[src/rtl/assert_macros.svh]
// Assertion macros used by the top-level RTL file.
`ifndef ASSERT_MACROS_SVH
`define ASSERT_MACROS_SVH

// Same-cycle implication, disabled during reset.
`define ASSERT_IMPLIES(label, clk, rst_n, ante, cons, msg) \
	label: assert property (@(posedge clk) disable iff (!(rst_n)) (ante) |-> (cons)) \
		else $error(msg);

// Next-cycle implication, disabled during reset.
`define ASSERT_NEXT(label, clk, rst_n, ante, cons, msg) \
	label: assert property (@(posedge clk) disable iff (!(rst_n)) (ante) |=> (cons)) \
		else $error(msg);

`endif

[src/rtl/lpd_pkg.sv]
// Types and constants of the length-prefix message deframer.
package lpd_pkg;

	localparam int unsigned HDR_BYTES = 4;
	localparam logic [31:0] MAX_BODY_LENGTH_RST = 32'd1048576;

	typedef enum logic [1:0] {
		KIND_BODY  = 2'd0,
		KIND_EMPTY = 2'd1,
		KIND_ERROR = 2'd2
	} kind_t;

	typedef struct packed {
		kind_t       kind;
		logic [7:0]  data;
		logic        last;
	} result_t;

endpackage

[src/rtl/lpd_in_reg.sv]
// Input register stage of the deframer.
module lpd_in_reg (
	input  logic       clk,
	input  logic       arst_n,
	input  logic       in_valid,
	input  logic [7:0] stream_byte,
	input  logic       advance,
	output logic       in_stall,
	output logic       valid_s1,
	output logic [7:0] byte_s1
);
	import lpd_pkg::*;

	// The stage holds its word only while the result side cannot take it.
	assign in_stall = valid_s1 & ~advance;

	always_ff @(posedge clk or negedge arst_n) begin
		if (!arst_n) begin
			valid_s1 <= 1'b0;
		end else if (!in_stall) begin
			valid_s1 <= in_valid;
		end
	end

	always_ff @(posedge clk) begin
		if (!in_stall && in_valid) begin
			byte_s1 <= stream_byte;
		end
	end

endmodule

[src/rtl/lpd_core.sv]
// Header assembly, length check, body forwarding and result register.
module lpd_core (
	input  logic            clk,
	input  logic            arst_n,
	input  logic            valid_s1,
	input  logic [7:0]      byte_s1,
	input  logic [31:0]     max_len,
	input  logic            out_stall,
	output logic            advance,
	output logic            out_valid,
	output lpd_pkg::result_t result
);
	import lpd_pkg::*;

	typedef enum logic [1:0] {
		PH_HEADER = 2'd0,
		PH_BODY   = 2'd1,
		PH_ERROR  = 2'd2
	} phase_t;

	phase_t      phase_q, phase_d;
	logic [1:0]  hdr_cnt_q, hdr_cnt_d;
	logic [31:0] len_acc_q, len_acc_d;
	logic [31:0] remain_q, remain_d;
	logic [31:0] acc_new;
	logic [31:0] remain_dec;
	logic        emit;
	result_t     res_d;

	assign advance = ~out_valid | ~out_stall;

	always_comb begin
		acc_new    = len_acc_q | ({24'd0, byte_s1} << {hdr_cnt_q, 3'b000});
		remain_dec = (remain_q == 32'd0) ? 32'd0 : remain_q - 32'd1;
		phase_d    = phase_q;
		hdr_cnt_d  = hdr_cnt_q;
		len_acc_d  = len_acc_q;
		remain_d   = remain_q;
		emit       = 1'b0;
		res_d      = '{kind: KIND_BODY, data: 8'd0, last: 1'b0};
		case (phase_q)
			PH_HEADER: begin
				if (hdr_cnt_q != 2'(HDR_BYTES - 1)) begin
					hdr_cnt_d = hdr_cnt_q + 2'd1;
					len_acc_d = acc_new;
				end else begin
					hdr_cnt_d = 2'd0;
					emit      = 1'b1;
					res_d     = '{kind: KIND_EMPTY, data: 8'd0, last: 1'b1};
					if (acc_new > max_len) begin
						phase_d    = PH_ERROR;
						len_acc_d  = 32'd0;
						remain_d   = 32'd0;
						res_d.kind = KIND_ERROR;
					end else if (acc_new == 32'd0) begin
						len_acc_d = 32'd0;
					end else begin
						// A nonzero length opens the body; no result for this word.
						emit      = 1'b0;
						remain_d  = acc_new;
						len_acc_d = 32'd0;
						phase_d   = PH_BODY;
					end
				end
			end
			PH_BODY: begin
				remain_d = remain_dec;
				emit     = 1'b1;
				res_d    = '{kind: KIND_BODY, data: byte_s1, last: (remain_dec == 32'd0)};
				if (remain_dec == 32'd0) begin
					phase_d = PH_HEADER;
				end
			end
			default: begin
				// Error is sticky: every word is dropped until reset.
				phase_d = phase_q;
			end
		endcase
	end

	always_ff @(posedge clk or negedge arst_n) begin
		if (!arst_n) begin
			phase_q   <= PH_HEADER;
			hdr_cnt_q <= 2'd0;
			len_acc_q <= 32'd0;
			remain_q  <= 32'd0;
			out_valid <= 1'b0;
		end else if (advance) begin
			out_valid <= valid_s1 & emit;
			if (valid_s1) begin
				phase_q   <= phase_d;
				hdr_cnt_q <= hdr_cnt_d;
				len_acc_q <= len_acc_d;
				remain_q  <= remain_d;
			end
		end
	end

	always_ff @(posedge clk) begin
		if (advance && valid_s1 && emit) begin
			result <= res_d;
		end
	end

endmodule

[src/rtl/length_prefix_message_deframer_core.sv]
// Top level of the length-prefix message deframer.
// Takes one stream byte per clock: each word passes an input register and the
// header/body decode into a result register, so a result is presented once its
// word has passed both registers, and a new word is taken every cycle unless a
// held result is stalled by out_stall. Each message is a 4-byte little-endian
// length then that many body bytes; body bytes come out one by one with
// message_end on the last, a zero length gives one empty-message result, and
// a length above max_body_length gives one error result after which all input
// is dropped until reset. Write max_body_length only while no word is in
// flight.
`include "assert_macros.svh"

module length_prefix_message_deframer_core (
	input  logic        clk,
	input  logic        arst_n,
	input  logic        max_body_length_wr,
	input  logic [31:0] max_body_length,
	input  logic        in_valid,
	output logic        in_stall,
	input  logic [7:0]  stream_byte,
	output logic        out_valid,
	input  logic        out_stall,
	output logic [1:0]  result_kind,
	output logic [7:0]  body_byte,
	output logic        message_end
);
	import lpd_pkg::*;

	logic [31:0] max_len_q;
	logic        advance;
	logic        valid_s1;
	logic [7:0]  byte_s1;
	result_t     result;

	always_ff @(posedge clk or negedge arst_n) begin
		if (!arst_n) begin
			max_len_q <= MAX_BODY_LENGTH_RST;
		end else if (max_body_length_wr) begin
			max_len_q <= max_body_length;
		end
	end

	lpd_in_reg u_in_reg (
		.clk         (clk),
		.arst_n      (arst_n),
		.in_valid    (in_valid),
		.stream_byte (stream_byte),
		.advance     (advance),
		.in_stall    (in_stall),
		.valid_s1    (valid_s1),
		.byte_s1     (byte_s1)
	);

	lpd_core u_core (
		.clk       (clk),
		.arst_n    (arst_n),
		.valid_s1  (valid_s1),
		.byte_s1   (byte_s1),
		.max_len   (max_len_q),
		.out_stall (out_stall),
		.advance   (advance),
		.out_valid (out_valid),
		.result    (result)
	);

	assign result_kind = result.kind;
	assign body_byte   = result.data;
	assign message_end = result.last;

	`ASSERT_IMPLIES(a_stall_only_when_full, clk, arst_n, in_stall, out_valid && out_stall, "input stalled while result register free")
	`ASSERT_IMPLIES(a_non_body_closes, clk, arst_n, out_valid && result_kind != KIND_BODY, message_end && body_byte == 8'd0, "empty or error result malformed")
	`ASSERT_NEXT(a_error_is_final, clk, arst_n, out_valid && !out_stall && result_kind == KIND_ERROR, !out_valid, "result after length error")

endmodule

[config.mk]
export PLATFORM = sky130hd
export DESIGN_NAME = length_prefix_message_deframer_core
export DESIGN_NICKNAME = d
export VERILOG_FILES = /design/src/rtl/lpd_pkg.sv /design/src/rtl/lpd_in_reg.sv /design/src/rtl/lpd_core.sv /design/src/rtl/length_prefix_message_deframer_core.sv
export VERILOG_INCLUDE_DIRS = /design/src /design/src/rtl
export SDC_FILE = /design/constraint.sdc
export NUM_CORES = 1
export LEC_CHECK = 0
export BUFFER_PORTS_ARGS = -buffer_cell sky130_fd_sc_hd__buf_4
export CAP_MARGIN = 15
export CORE_ASPECT_RATIO = 1.75
export CORE_UTILIZATION = 25
export DETAILED_ROUTE_END_ITERATION = 6
export GPL_TIMING_DRIVEN = 0
export PLACE_DENSITY = 0.49
export SLEW_MARGIN = 20
export SYNTH_ARGS = -nofsm -noshare
export SYNTH_HDL_FRONTEND = slang
export SYNTH_SLANG_ARGS = --single-unit
export TNS_END_PERCENT = 10
[constraint.sdc]
create_clock -name clk -period 6.26 [get_ports clk]
set_input_delay 0.626 -clock clk [delete_from_list [all_inputs] [get_ports clk]]
set_output_delay 0.626 -clock clk [all_outputs]
set_load 0.01 [all_outputs]
==> impl_metrics.toml <==
[global_routing]
gr-total-overflow = 0
grt_first_pass_wirelength_um = 37600
grt_start_max_net_pins = 103
number_of_antenna_violations_at_the_first_check_in_global_routing = 0
number_of_global_route_vias_before_repair = 6495
global_route.usage.total = 0.178

[yosys]
ys_dominant_reg_cell = "dfrtp_1"
yosys_synthesis_warning_count = 0
synth_xor_xnor_area_share = 0.00992
post_synth_and_or_nand_nor_area_fraction = 0.195
async_flop_share = 0.843
yosys.area.top_type = "dfrtp_1"
synth_compound_area_frac = 0.213
post_synth_edffs = 19
synth.area.top_cells = "dfrtp_1 (36%), edfxtp_1 (8.1%), ha_1 (6.0%), o21ai_0 (5.4%), nor2_1 (4.0%)"
synth-adder-area-share = 0.0603
combinational_family_with_the_most_area_after_synthesis = "compound AO/OA/AOI/OAI gates"
synthCells = 791
synth.ff_latch_count = 121
yosysSeqAreaShare = 0.442
top_count_cell_post_synth = "dfrtp_1"
total_nets_after_synthesis = 870
syn-cell-area_um2 = 7060
synth_top_area_frac = 0.358
synth_cell_types = 64
synthesis.area_per_instance_um2 = 8.93
synthTopCellsByCount = "dfrtp_1 (101), nor2_1 (76), o21ai_0 (76)"
yosys-mux-area-fraction = 0.0136

[timing]
finalCriticalPeriod_ps = 4950
final_min_period_over_clock_period = 0.791
timing_max_transition_violations_final = 0
holdWs_ps = 307
fin_setup_tns_ps = 0
final-hold-violation-count = 0
setup_viol_count_final = 0
timing.fmax_mhz = 202
max_slew.worst_pin.slew_ps = 1010
worst_clock_skew_ps = 9.02
grt_setup_unrepaired = "false"
timing.max_slew.rel_slack = 0.327

[setup_path]
critPathRequiredTime_ps = 6610
worstSetupEndpointType = "register"
critical_path.max_fanout = 10
worstPathArrival_ps = 5300
startpoint_types = "register"
crit_type = "register to register"

[clock_tree]
cts.repair_timing.setup_buffer_count = 0
cts_tree = "yes"
ctsRootBufferMaster = "clkbuf_16"
htree_levels = 4
clk-insertion-delay-late_ps = 430
cts.sinks = 121
cts.hold.buffers_added = 0
clock_path_buffers = 2
cts_made_buffers = 17
post_cts_resize_count = 0
clk_pin_slew_worst_paths_ps = 60

[placement]
place_hpwl_um = 18700
place_area_um2 = 7950
port_buffers = 56
place_congestion = 0.946
placed_cells = 1220

[die]
core_um2 = 27900
die_h_um = 224
i_o_pin_count = 58
die_outline_area_um2 = 28900
die_w_um = 129
initial_standard_cell_utilization_of_the_core = 0.253
fp-row-count = 81

[finish]
finalNetCount = 945
drive_above_1_share = 0.140
areaGrowthSynthToFinish_pct = 20.9
final_design_area_no_fill_um2 = 8540
post_route_insts_no_fill = 1252
utilization = 0.306
nFillCells = 2976
antenna-diode-count = 0

[routing]
route.final.wire_length_um = 24500
dr.pass1.iters = 4
detailedRoute.firstIterationViolations = 308
dr_total_vias = 6317
ant_nets = 0
route.detailed.drc = 0
routed_wire_length_per_instance_um = 19.5
viasPerCell = 5.05

[pwr]
power_per_cell_area_nw_per_um2 = 261
power.static_leakage_uw = 0.00391
irDropWorstVdd_v = 0.000157

[outcome]
run_status = "finished clean"

[flow_run]
cap_viol_max_count = 0

[hold_path]
min-delay-path-class = "input port to asynchronous set/reset pin"
-- metal layers --
layer | up-vias | global-route usage | routed length, µm
met5 | - | 0 | 0
met1 | 3063 | 0.174 | 8890
li1 | 3031 | - | -
met3 | 69 | 0.0309 | 690
met4 | 0 | 0.109 | 1320
met2 | 154 | 0.339 | 13600
-- path summary, 6_finish.rpt --
path	to	slack [ps]	cells past startpoint	start
worst max register to register	u_core.remain_q[26]$_DFFE_PN0P_	1310	14	u_core.hdr_cnt_q[1]$_DFFE_PN0P_
worst min register to register	max_len_q[20]$_DFFE_PN1P_	510	2	max_len_q[20]$_DFFE_PN1P_
max in group asynchronous	u_core.len_acc_q[27]$_DFFE_PN0P_	5240	1	arst_n
worst max-delay path	u_core.remain_q[26]$_DFFE_PN0P_	1310	14	u_core.hdr_cnt_q[1]$_DFFE_PN0P_
worst min-delay path	max_len_q[30]$_DFFE_PN0P_	310	1	arst_n
min in group clk	u_in_reg.byte_s1[0]$_DFFE_PP_	370	1	stream_byte[0]
-- sequential cells by signal, summed over array words and instances, names as in the netlist --
name / count
u_in_reg.valid_s1: 1
u_core.remain_q: 32
u_core.result: 11
max_len_q: 32
u_core.len_acc_q: 32
u_in_reg.byte_s1: 8
u_core.out_valid: 1
u_core.phase_q: 2
u_core.hdr_cnt_q: 2
-- through the flow --
stage	worst slack [ps]	total power, µW
5_1_grt	1050	2330
3_5_place_dp	1400	1250
6_report	1310	2230
4_1_cts	1340	2250
3_3_place_gp	1450	1250
2_1_floorplan	2890	1110
-- logic make-up after synthesis --
logic type                 count (synthesis)
adders and majority gates                 34
AOI/OAI and AO/OA                        246
and+or+nand+nor                          262
xor gates and xnor gates                   8
muxes                                      9
DFF                                      121
buffers and inverters                    111
-- cell type report --
cell class                 count  area, µm²  area share
clock inverter                14        156      0.0183
inverter                      64        240      0.0281
sequential                   121       3120       0.366
buffer                        47        223      0.0261
multi-input combinational    559       3470       0.407
clock buffer                  18        429      0.0503
timing repair buffer          56        424      0.0497
tap                          373        467      0.0547
-- critical path, stage by stage, from the launching register on --
cell and delay, ps:
dfrtp_1 410, clkbuf_1 270, nor2_1 520, a21oi_1 190, inv_1 200, ha_1 270, nor2b_1 140, o211ai_1 150
a2111oi_0 130, o31ai_1 780, and2_1 240, clkbuf_1 500, clkbuf_1 610, a31oi_1 220, o22ai_1 210
-- layout by cell type, fill, tap and decap left out, drive strengths merged, types with 3 or more instances in the layout --
master and n:
dfrtp 101, o21ai 77, nor2 76, buf 71, inv 64, nand2 55
a21oi 50, clkbuf 50, ha 34, a21o 32, nor4 28, o22ai 25
a31oi 20, edfxtp 19, nor3 18, nand3 16, nand4 15, and2 14
or3 9, xnor2 7, a32oi 7, clkinv 7, or4 7, nor2b 6
a22oi 6, o21a 5, o31ai 5, mux2 5, nand2b 4, mux2i 4
clkinvlp 4, bufinv 3, and3 3, nor4b 3
-- power breakdown --
| group | switching, µW | leakage [µW] | internal (µW) |
|---|---|---|---|
| Sequential | 48.7 | 0.00144 | 857 |
| Clock | 380 | 0.000277 | 619 |
| Combinational | 201 | 0.00219 | 126 |
No activity file was read; power rests on OpenSTA's default activity.
